`src/rtl/core/fcc_pkg.sv`:
```
`timescale 1ns / 1ps
// ----------------------------------------------------------------------------
// fcc_pkg: shared types and constants of the frame checker
// Header layout, status codes, result beat format and the CRC32C byte update.
// ----------------------------------------------------------------------------
package fcc_pkg;

	localparam int HDR_BYTES  = 14;
	localparam int OFS_TYPE   = 4;
	localparam int OFS_FLAGS  = 5;
	localparam int OFS_LEN    = 6;
	localparam int OFS_CRC    = 10;
	localparam int CNT_W      = 34;
	localparam int FIFO_DEPTH = 4;
	localparam int PTR_W      = 2;
	localparam int LVL_W      = 3;

	localparam logic [31:0] CRC_POLY = 32'h82F6_3B78;
	localparam logic [31:0] CRC_INIT = 32'hFFFF_FFFF;

	typedef enum logic [2:0] {
		ST_OK     = 3'd0,
		ST_SHORT  = 3'd1,
		ST_MAGIC  = 3'd2,
		ST_LENGTH = 3'd3,
		ST_CRC    = 3'd4
	} status_t;

	typedef struct packed {
		logic        is_verdict;
		logic [7:0]  payload_byte;
		logic [7:0]  message_type;
		logic [7:0]  message_flags;
		logic [31:0] payload_length;
		status_t     status;
		logic        run_last;
	} result_t;

	// up to two result beats produced by one byte, first beat in a
	typedef struct packed {
		logic [1:0] n;
		result_t    a;
		result_t    b;
	} push_t;

	typedef struct packed {
		logic             room2;
		logic [LVL_W-1:0] level;
	} fifo_stat_t;

	// reflected castagnoli update, one byte
	function automatic logic [31:0] crc32c_byte(input logic [31:0] crc, input logic [7:0] b);
		logic [31:0] c;
		c = crc ^ {24'b0, b};
		for (int i = 0; i < 8; i++) begin
			c = c[0] ? ((c >> 1) ^ CRC_POLY) : (c >> 1);
		end
		return c;
	endfunction

endpackage

```
`src/rtl/core/fcc_if.sv`:
```
`timescale 1ns / 1ps
// ----------------------------------------------------------------------------
// fcc_if: channel interfaces of the frame checker
// Byte input, result output and magic word write channels, valid/ready each.
// ----------------------------------------------------------------------------
interface fcc_byte_if;
	logic       valid;
	logic       ready;
	logic [7:0] data_byte;
	logic       frame_last;

	modport source (output valid, data_byte, frame_last, input ready);
	modport sink   (input valid, data_byte, frame_last, output ready);
endinterface

interface fcc_result_if;
	logic        valid;
	logic        ready;
	logic        is_verdict;
	logic [7:0]  payload_byte;
	logic [7:0]  message_type;
	logic [7:0]  message_flags;
	logic [31:0] payload_length;
	logic [2:0]  status;
	logic        run_last;

	modport source (output valid, is_verdict, payload_byte, message_type, message_flags,
		payload_length, status, run_last, input ready);
	modport sink   (input valid, is_verdict, payload_byte, message_type, message_flags,
		payload_length, status, run_last, output ready);
endinterface

interface fcc_cfg_if;
	logic        valid;
	logic        ready;
	logic [31:0] magic_word;

	modport source (output valid, magic_word, input ready);
	modport sink   (input valid, magic_word, output ready);
endinterface

```
`src/rtl/core/frame_checker_crc32c.sv`:
```
`timescale 1ns / 1ps
// ----------------------------------------------------------------------------
// frame_checker_crc32c: length-prefixed frame checker with CRC32C
// Passes payload bytes through and issues a verdict on the final byte.
//
//   channel  dir  beat contents
//   frame    in   data_byte, frame_last
//   result   out  is_verdict, payload_byte, message_type, message_flags,
//                 payload_length, status, run_last
//   cfg      in   magic_word
//
// one byte accepted per cycle; its result beats reach the queue from the input register
// a final payload byte gives two beats, the verdict leaving the queue after the payload
// the input register stalls while the four-entry result queue has fewer than two free
// reset clears count, crc and queue at once; header bytes are not reset
// cfg beats are taken in any cycle
// ----------------------------------------------------------------------------
module frame_checker_crc32c (
	input  logic         clk,
	input  logic         arst_n,
	fcc_byte_if.sink     frame,
	fcc_result_if.source result,
	fcc_cfg_if.sink      cfg
);
	import fcc_pkg::*;

	logic       in_valid_s1;
	logic [7:0] in_byte_s1;
	logic       in_last_s1;
	logic [31:0] magic_q;
	logic       drain;
	logic       fire;
	push_t      push;
	fifo_stat_t fifo_stat;

	assign drain       = fifo_stat.room2;
	assign fire        = in_valid_s1 && drain;
	assign frame.ready = !in_valid_s1 || drain;
	assign cfg.ready   = 1'b1;

	always_ff @(posedge clk or negedge arst_n) begin
		if (!arst_n) begin
			in_valid_s1 <= 1'b0;
			magic_q     <= '0;
		end else begin
			if (frame.valid && frame.ready) begin
				in_valid_s1 <= 1'b1;
			end else if (fire) begin
				in_valid_s1 <= 1'b0;
			end
			if (cfg.valid) begin
				magic_q <= cfg.magic_word;
			end
		end
	end

	always_ff @(posedge clk) begin
		if (frame.valid && frame.ready) begin
			in_byte_s1 <= frame.data_byte;
			in_last_s1 <= frame.frame_last;
		end
	end

	fcc_frame u_frame (
		.clk        (clk),
		.arst_n     (arst_n),
		.fire       (fire),
		.data_byte  (in_byte_s1),
		.frame_last (in_last_s1),
		.magic      (magic_q),
		.push       (push)
	);

	fcc_result_fifo u_fifo (
		.clk    (clk),
		.arst_n (arst_n),
		.push   (push),
		.result (result),
		.stat   (fifo_stat)
	);

	a_accept_loads: assert property (@(posedge clk) disable iff (!arst_n)
		(frame.valid && frame.ready) |=> in_valid_s1)
		else $error("accepted beat not held in input register");

	a_stall_holds: assert property (@(posedge clk) disable iff (!arst_n)
		(in_valid_s1 && !drain) |=>
		(in_valid_s1 && $stable(in_byte_s1) && $stable(in_last_s1)))
		else $error("stalled input register lost its beat");

	a_verdict_last: assert property (@(posedge clk) disable iff (!arst_n)
		(result.valid && result.is_verdict) |-> result.run_last)
		else $error("verdict beat without run_last");

	a_level_bound: assert property (@(posedge clk) disable iff (!arst_n)
		(fifo_stat.level <= LVL_W'(FIFO_DEPTH)) && (!fire || drain))
		else $error("result queue overrun");

endmodule

```
`src/rtl/core/fcc_frame.sv`:
```
`timescale 1ns / 1ps
// ----------------------------------------------------------------------------
// fcc_frame: per-byte frame tracking
// Header capture, byte count, running CRC32C and the verdict of each frame.
// ----------------------------------------------------------------------------
module fcc_frame (
	input  logic           clk,
	input  logic           arst_n,
	input  logic           fire,
	input  logic [7:0]     data_byte,
	input  logic           frame_last,
	input  logic [31:0]    magic,
	output fcc_pkg::push_t push
);
	import fcc_pkg::*;

	logic [7:0]       hdr_q [HDR_BYTES];
	logic [CNT_W-1:0] count_q;
	logic [31:0]      crc_q;

	logic             in_hdr;
	logic [CNT_W-1:0] count_inc;
	logic [31:0]      crc_new;
	logic [7:0]       hdr13;
	logic [31:0]      magic_rx;
	logic [31:0]      len_rx;
	logic [31:0]      crc_rx;
	status_t          st;
	result_t          pay_r;
	result_t          ver_r;

	assign in_hdr    = count_q < CNT_W'(HDR_BYTES);
	assign count_inc = (count_q == {CNT_W{1'b1}}) ? count_q : count_q + CNT_W'(1);
	assign crc_new   = in_hdr ? crc_q : crc32c_byte(crc_q, data_byte);

	// last header byte may arrive with the final flag
	assign hdr13    = (count_q == CNT_W'(HDR_BYTES - 1)) ? data_byte : hdr_q[HDR_BYTES-1];
	assign magic_rx = {hdr_q[3], hdr_q[2], hdr_q[1], hdr_q[0]};
	assign len_rx   = {hdr_q[OFS_LEN+3], hdr_q[OFS_LEN+2], hdr_q[OFS_LEN+1], hdr_q[OFS_LEN]};
	assign crc_rx   = {hdr13, hdr_q[OFS_CRC+2], hdr_q[OFS_CRC+1], hdr_q[OFS_CRC]};

	always_comb begin
		if (count_inc < CNT_W'(HDR_BYTES)) begin
			st = ST_SHORT;
		end else if (magic_rx != magic) begin
			st = ST_MAGIC;
		end else if (count_inc != CNT_W'(HDR_BYTES) + {2'b0, len_rx}) begin
			st = ST_LENGTH;
		end else if (~crc_new != crc_rx) begin
			st = ST_CRC;
		end else begin
			st = ST_OK;
		end
	end

	always_comb begin
		pay_r              = '0;
		pay_r.payload_byte = data_byte;
		pay_r.run_last     = !frame_last;

		ver_r            = '0;
		ver_r.is_verdict = 1'b1;
		ver_r.status     = st;
		ver_r.run_last   = 1'b1;
		if (st != ST_SHORT) begin
			ver_r.message_type   = hdr_q[OFS_TYPE];
			ver_r.message_flags  = hdr_q[OFS_FLAGS];
			ver_r.payload_length = len_rx;
		end

		push = '0;
		if (fire) begin
			if (!in_hdr) begin
				push.a = pay_r;
				push.b = ver_r;
				push.n = frame_last ? 2'd2 : 2'd1;
			end else if (frame_last) begin
				push.a = ver_r;
				push.n = 2'd1;
			end
		end
	end

	always_ff @(posedge clk or negedge arst_n) begin
		if (!arst_n) begin
			count_q <= '0;
			crc_q   <= CRC_INIT;
		end else if (fire) begin
			if (frame_last) begin
				count_q <= '0;
				crc_q   <= CRC_INIT;
			end else begin
				count_q <= count_inc;
				crc_q   <= crc_new;
			end
		end
	end

	always_ff @(posedge clk) begin
		if (fire && in_hdr) begin
			hdr_q[count_q[3:0]] <= data_byte;
		end
	end

endmodule

```
`src/rtl/core/fcc_result_fifo.sv`:
```
`timescale 1ns / 1ps
// ----------------------------------------------------------------------------
// fcc_result_fifo: result queue
// Four-entry queue taking up to two result beats a cycle, one out when ready.
// ----------------------------------------------------------------------------
module fcc_result_fifo (
	input  logic                clk,
	input  logic                arst_n,
	input  fcc_pkg::push_t      push,
	fcc_result_if.source        result,
	output fcc_pkg::fifo_stat_t stat
);
	import fcc_pkg::*;

	result_t          mem_q [FIFO_DEPTH];
	logic [PTR_W-1:0] wr_ptr_q;
	logic [PTR_W-1:0] rd_ptr_q;
	logic [LVL_W-1:0] level_q;
	logic             pop;
	result_t          head;

	assign head = mem_q[rd_ptr_q];
	assign pop  = result.valid && result.ready;

	assign result.valid          = level_q != '0;
	assign result.is_verdict     = head.is_verdict;
	assign result.payload_byte   = head.payload_byte;
	assign result.message_type   = head.message_type;
	assign result.message_flags  = head.message_flags;
	assign result.payload_length = head.payload_length;
	assign result.status         = head.status;
	assign result.run_last       = head.run_last;

	assign stat.room2 = level_q <= LVL_W'(FIFO_DEPTH - 2);
	assign stat.level = level_q;

	always_ff @(posedge clk or negedge arst_n) begin
		if (!arst_n) begin
			wr_ptr_q <= '0;
			rd_ptr_q <= '0;
			level_q  <= '0;
		end else begin
			wr_ptr_q <= wr_ptr_q + PTR_W'(push.n);
			rd_ptr_q <= rd_ptr_q + PTR_W'(pop);
			level_q  <= level_q + LVL_W'(push.n) - LVL_W'(pop);
		end
	end

	always_ff @(posedge clk) begin
		if (push.n != 2'd0) begin
			mem_q[wr_ptr_q] <= push.a;
		end
		if (push.n == 2'd2) begin
			mem_q[wr_ptr_q + PTR_W'(1)] <= push.b;
		end
	end

endmodule

```
`src/flat_wrapper.sv`:
```
// flat-port wrapper written by rule: the top's interface ports become plain ports
module frame_checker_crc32c_flat import fcc_pkg::*;
  (clk, arst_n, frame_valid, frame_data_byte, frame_frame_last, frame_ready, result_valid, result_is_verdict, result_payload_byte, result_message_type, result_message_flags, result_payload_length, result_status, result_run_last, result_ready, cfg_valid, cfg_magic_word, cfg_ready);
  fcc_byte_if frame_i ();
  fcc_result_if result_i ();
  fcc_cfg_if cfg_i ();
  input  logic clk;
  input  logic arst_n;
  input wire logic [$bits(frame_i.valid)-1:0] frame_valid;
  input wire logic [$bits(frame_i.data_byte)-1:0] frame_data_byte;
  input wire logic [$bits(frame_i.frame_last)-1:0] frame_frame_last;
  output wire logic [$bits(frame_i.ready)-1:0] frame_ready;
  output wire logic [$bits(result_i.valid)-1:0] result_valid;
  output wire logic [$bits(result_i.is_verdict)-1:0] result_is_verdict;
  output wire logic [$bits(result_i.payload_byte)-1:0] result_payload_byte;
  output wire logic [$bits(result_i.message_type)-1:0] result_message_type;
  output wire logic [$bits(result_i.message_flags)-1:0] result_message_flags;
  output wire logic [$bits(result_i.payload_length)-1:0] result_payload_length;
  output wire logic [$bits(result_i.status)-1:0] result_status;
  output wire logic [$bits(result_i.run_last)-1:0] result_run_last;
  input wire logic [$bits(result_i.ready)-1:0] result_ready;
  input wire logic [$bits(cfg_i.valid)-1:0] cfg_valid;
  input wire logic [$bits(cfg_i.magic_word)-1:0] cfg_magic_word;
  output wire logic [$bits(cfg_i.ready)-1:0] cfg_ready;
  assign frame_i.valid = frame_valid;
  assign frame_i.data_byte = frame_data_byte;
  assign frame_i.frame_last = frame_frame_last;
  assign frame_ready = frame_i.ready;
  assign result_valid = result_i.valid;
  assign result_is_verdict = result_i.is_verdict;
  assign result_payload_byte = result_i.payload_byte;
  assign result_message_type = result_i.message_type;
  assign result_message_flags = result_i.message_flags;
  assign result_payload_length = result_i.payload_length;
  assign result_status = result_i.status;
  assign result_run_last = result_i.run_last;
  assign result_i.ready = result_ready;
  assign cfg_i.valid = cfg_valid;
  assign cfg_i.magic_word = cfg_magic_word;
  assign cfg_ready = cfg_i.ready;
  frame_checker_crc32c u_core (.clk(clk), .arst_n(arst_n), .frame(frame_i), .result(result_i), .cfg(cfg_i));
endmodule
```
`config.mk`:
```
export PLATFORM = sky130hd
export DESIGN_NAME = frame_checker_crc32c_flat
export DESIGN_NICKNAME = d
export VERILOG_FILES = /design/src/rtl/core/fcc_pkg.sv /design/src/rtl/core/fcc_if.sv /design/src/rtl/core/frame_checker_crc32c.sv /design/src/rtl/core/fcc_frame.sv /design/src/rtl/core/fcc_result_fifo.sv /design/src/flat_wrapper.sv
export SDC_FILE = /design/constraint.sdc
export NUM_CORES = 1
export LEC_CHECK = 0
export BUFFER_PORTS_ARGS = -buffer_cell sky130_fd_sc_hd__buf_2
export CORE_MARGIN = 2
export CORE_UTILIZATION = 46
export CTS_BUF_LIST = sky130_fd_sc_hd__clkbuf_4 sky130_fd_sc_hd__clkbuf_8
export DETAILED_ROUTE_END_ITERATION = 6
export PLACE_DENSITY = 0.62
export SLEW_MARGIN = 20
export SYNTH_ARGS = -nofsm -noshare
export SYNTH_HDL_FRONTEND = slang
export SYNTH_SLANG_ARGS = --single-unit
```
`constraint.sdc`:
```
create_clock -name clk -period 7.7 [get_ports clk]
set_input_delay 1.155 -clock clk [delete_from_list [all_inputs] [get_ports clk]]
set_output_delay 1.155 -clock clk [all_outputs]
set_load 0.005 [all_outputs]
```
==> impl_results.md <==
- Max_slew headroom: 0.250
- Crit Path Category: reg2reg
- R2R Setup Slk: 2.66 ns
- Post-CTS Setup Bufs: 0
- Clock transition at path regs: 0.07 ns
- Met3 usage in global routing: 0.0431
- First-pass GRT wire length: 98500 um
- Worst hold path depth: 1
- FMAX: 198 MHz
- Number of flops mapped to enable cells by yosys: 333
- Unrepaired setup endpoints after global routing: no
- Number of global-route vias before repair: 16100
- Class of the tightest hold or removal check: reg2reg
- Detailed Place HPWL: 41200 um
- Hold-fix buffer count after cts: 0
- Post-Route Setup TNS: 0 ns
- Number of sinks on the clock net: 471
- Count of endpoints failing hold in the final timing report: 0
- Required time of the critical path: 8.11 ns
- R2R Path Start: u_core.u_frame.count_q[0]$_DFFE_PN0P_
- Overall via count from detail_route: 16100
- Maximum clock skew at final layout: 0.0393 ns
- Post-route DRC: 0
- Endpoint of the worst-slack reg-to-reg timing path: u_core.u_fifo.mem_q[0][14]$_DFFE_PP_
- Tightest hold margin: 0.477 ns
- TritonCTS buffer count: 79
- Final slew viol count: 0
- Top-Level Pins: 110
- Number of library cell types mapped by synthesis: 79
- Tcrit/Tclk final: 0.654
- FFs w/ async S/R, synth: 0.225
- Share of layout cells above drive strength 1: 0.206
- Starting density of the core: 0.465
- Routability congestion estimate from global placement: 0.969
- Maximum clock insertion buffer count: 3
- Largest net degree at the start of global routing: 62
- Die W: 232 um
- Outcome: finished, final reports clean
- Global-route congestion overflow total: 0
- Post-cts gate resize count: 0
- Total wire length after detailed routing: 64200 um
- Hold Crit Endpoint: u_core.u_fifo.mem_q[2][52]$_SDFFE_PP0P_
- Pin slew with the least headroom to its limit: 1.12 ns
- P_leak: 0.00961 uW
- Largest driver fanout on the critical path: 45
- Detailed-router iteration count before antenna repair: 5
- Initial antenna violation count: 0
- Area growth syn-to-layout: 11.8%
- Minimum clock period: 5.04 ns
- Overall global routing resource usage: 0.243
- Clock tree from TritonCTS: built
- Cell area power density: 393 nW/um^2
- Routed len/inst: 23.5 um
- Synthesized net count: 1951
- Total number of nets in the final design: 2052
- Die outline height: 232 um
- Met2 usage in global routing: 0.395
- Number of synthesized register bits: 471
- Worst ir drop on vdd: 0.339 mV
- Number of endpoints failing setup at the final stage: 0
- Post-synthesis sequential area ratio: 0.559
- DRC marker count from the first detailed-route iteration: 1373
- Diodes inserted: 0
- Remaining number of nets flagged by the antenna check after routing: 0
- Startpoint of the worst hold path: u_core.u_fifo.mem_q[2][52]$_SDFFE_PP0P_
- Row Count: 83
- Die outline area: 53700 um^2
- Clk root buf: clkbuf_8
- Port-buffer cells: 108
- Clock insertion delay at the later pin of the skew report: 0.70 ns
- Count of H-tree levels built during CTS: 3
- Post-synthesis instance area: 23900 um^2
- Post-synthesis instance total: 1892
- Warnings from Yosys: 0
- Via-to-Cell Ratio: 5.87
- Commonest cells after routing, fill and taps aside: edfxtp_1, and2_1, xnor2_1, buf_2
- Most congested layer reported by global routing: met2
- Max Cap Viol: 0
- Logic depth of the worst register-to-register path: 14
- Top flip-flop cell by instance count after synthesis: edfxtp_1
- Endpoint kind of the worst setup timing path: register
- Global-route met1 utilization: 0.334
- Commonest non-fill, non-tap cell in the layout: edfxtp_1
- Post-synthesis area per instance: 12.6 um^2
- Data arrival time at the worst-slack endpoint: 5.45 ns
- Fillcell total: 4472
- Launching element type of the critical path: register
- Area inside the core boundary: 51300 um^2
## area by class of cell
class / count / area (um^2) / share of cell area
clock inverters: 40 / 324 / 0.0121
inverters: 28 / 105 / 0.00394
multi-input cells: 1274 / 9940 / 0.373
clock buffers: 105 / 1350 / 0.0504
flip-flops and latches: 471 / 13300 / 0.500
repair buffers: 139 / 776 / 0.0291
well taps: 680 / 851 / 0.0319
## per-stage QoR
stage                     instance area (um^2)   util  power [uW]  setup WS (ns)  cells
after floorplan                          23900      -        6860           3.15   1892
after global placement                   25000  0.487        8100           2.88   2592
after detailed placement                 25000  0.487        8150           2.79   2592
after CTS                                26700  0.520       10500           2.74   2737
after global routing                     26700  0.520       11000           2.37   2737
final                                    26700  0.520       10500           2.66   2737
## how the worst max path moves through the flow
stage | from | to | slack, ns | cells past startpoint
floorplan | u_core.u_frame.count_q[15]$_DFFE_PN0P_ | u_core.u_fifo.mem_q[2][0]$_DFFE_PP_ | 3.15 | 14
global placement | u_core.u_frame.count_q[0]$_DFFE_PN0P_ | u_core.u_fifo.mem_q[0][25]$_DFFE_PP_ | 2.88 | 14
detailed placement | u_core.u_frame.count_q[0]$_DFFE_PN0P_ | u_core.u_fifo.mem_q[0][29]$_DFFE_PP_ | 2.79 | 14
CTS | u_core.u_frame.count_q[0]$_DFFE_PN0P_ | u_core.u_fifo.mem_q[0][29]$_DFFE_PP_ | 2.74 | 14
global route | u_core.u_frame.count_q[1]$_DFFE_PN0P_ | u_core.u_fifo.mem_q[0][34]$_DFFE_PP_ | 2.37 | 14
finish | u_core.u_frame.count_q[0]$_DFFE_PN0P_ | u_core.u_fifo.mem_q[0][14]$_DFFE_PP_ | 2.66 | 14
## critical path: stages (launching register included)
cell and delay [ns]:
dfrtp_1 0.51, ha_1 0.37, nand3_1 0.14, or4_1 0.73, nor4_4 0.61, buf_4 0.28
nor2_1 0.11, xor2_1 0.16, a222oi_1 0.47, nand4_1 0.26, nor2_2 0.17, buf_4 0.30
nor2_2 0.07, buf_4 0.32, and2_1 0.24
## routing by layer
metal / share of wire / up-vias
met5: 0 / -
li1: - / 7240
met1: 0.43 / 8105
met3: 0.063 / 117
met4: 0.024 / 0
met2: 0.48 / 610
## sequential cells by signal, summed over array words and instances (netlist names)
register                flops
u_core.in_last_s1           1
u_core.u_fifo.level_q       3
u_core.in_byte_s1           8
u_core.u_fifo.wr_ptr_q      2
u_core.magic_q             32
u_core.u_fifo.rd_ptr_q      2
u_core.in_valid_s1          1
u_core.u_frame.crc_q       32
u_core.u_frame.count_q     34
u_core.u_fifo.mem_q       244
u_core.u_frame.hdr_q      112
## cell usage after synthesis, types with 5 or more instances
cell / n / share of area
and4_1: 10 / 0.0037
a22o_1: 34 / 0.012
edfxtp_1: 333 / 0.42
nor4_1: 38 / 0.010
a21oi_1: 47 / 0.0099
xor2_1: 77 / 0.028
a31oi_1: 9 / 0.0024
a32oi_1: 5 / 0.0018
nand2_1: 89 / 0.014
clkbuf_1: 75 / 0.012
xnor3_1: 13 / 0.012
xnor2_1: 158 / 0.058
o21ai_0: 52 / 0.011
a221oi_1: 5 / 0.0018
or3_1: 5 / 0.0013
mux4_2: 61 / 0.058
and3_1: 18 / 0.0047
dfrtp_1: 74 / 0.078
and2_1: 203 / 0.053
nand4_1: 36 / 0.0094
or4_1: 7 / 0.0022
nand3_1: 39 / 0.0082
nor2b_1: 7 / 0.0018
dfxtp_1: 32 / 0.027
dfstp_2: 32 / 0.035
o22ai_1: 11 / 0.0029
o211ai_1: 5 / 0.0016
o31ai_1: 20 / 0.0063
nor3_1: 48 / 0.010
ha_1: 12 / 0.0063
nand2b_1: 6 / 0.0016
nor4b_1: 6 / 0.0022
mux2i_1: 16 / 0.0067
buf_1: 16 / 0.0025
inv_1: 27 / 0.0042
nor2_1: 89 / 0.014
mux2_2: 35 / 0.017
o22a_1: 44 / 0.016
buf_2: 23 / 0.0048
## report_power, final
part / switching, uW / internal [uW] / leakage (uW) / total [uW]
Sequential: 292 / 3110 / 0.00465 / 3410
Clock: 1070 / 1290 / 0.000869 / 2360
Combinational: 2630 / 2080 / 0.00409 / 4720
Total: 3990 / 6490 / 0.00961 / 10500
## kinds of logic (layout without fill, tap and decap cells)
kind of cell	after synthesis	count (layout)	share of synthesized area
other cells	1	1	0.000157
fa+ha+maj	13	13	0.00713
mux	112	112	0.0808
compound gates	272	272	0.0806
simple gates	625	625	0.146
flops	471	471	0.559
xor+xnor	251	251	0.101
buf+inv	147	312	0.0253
(Power assumes the default switching activity.)
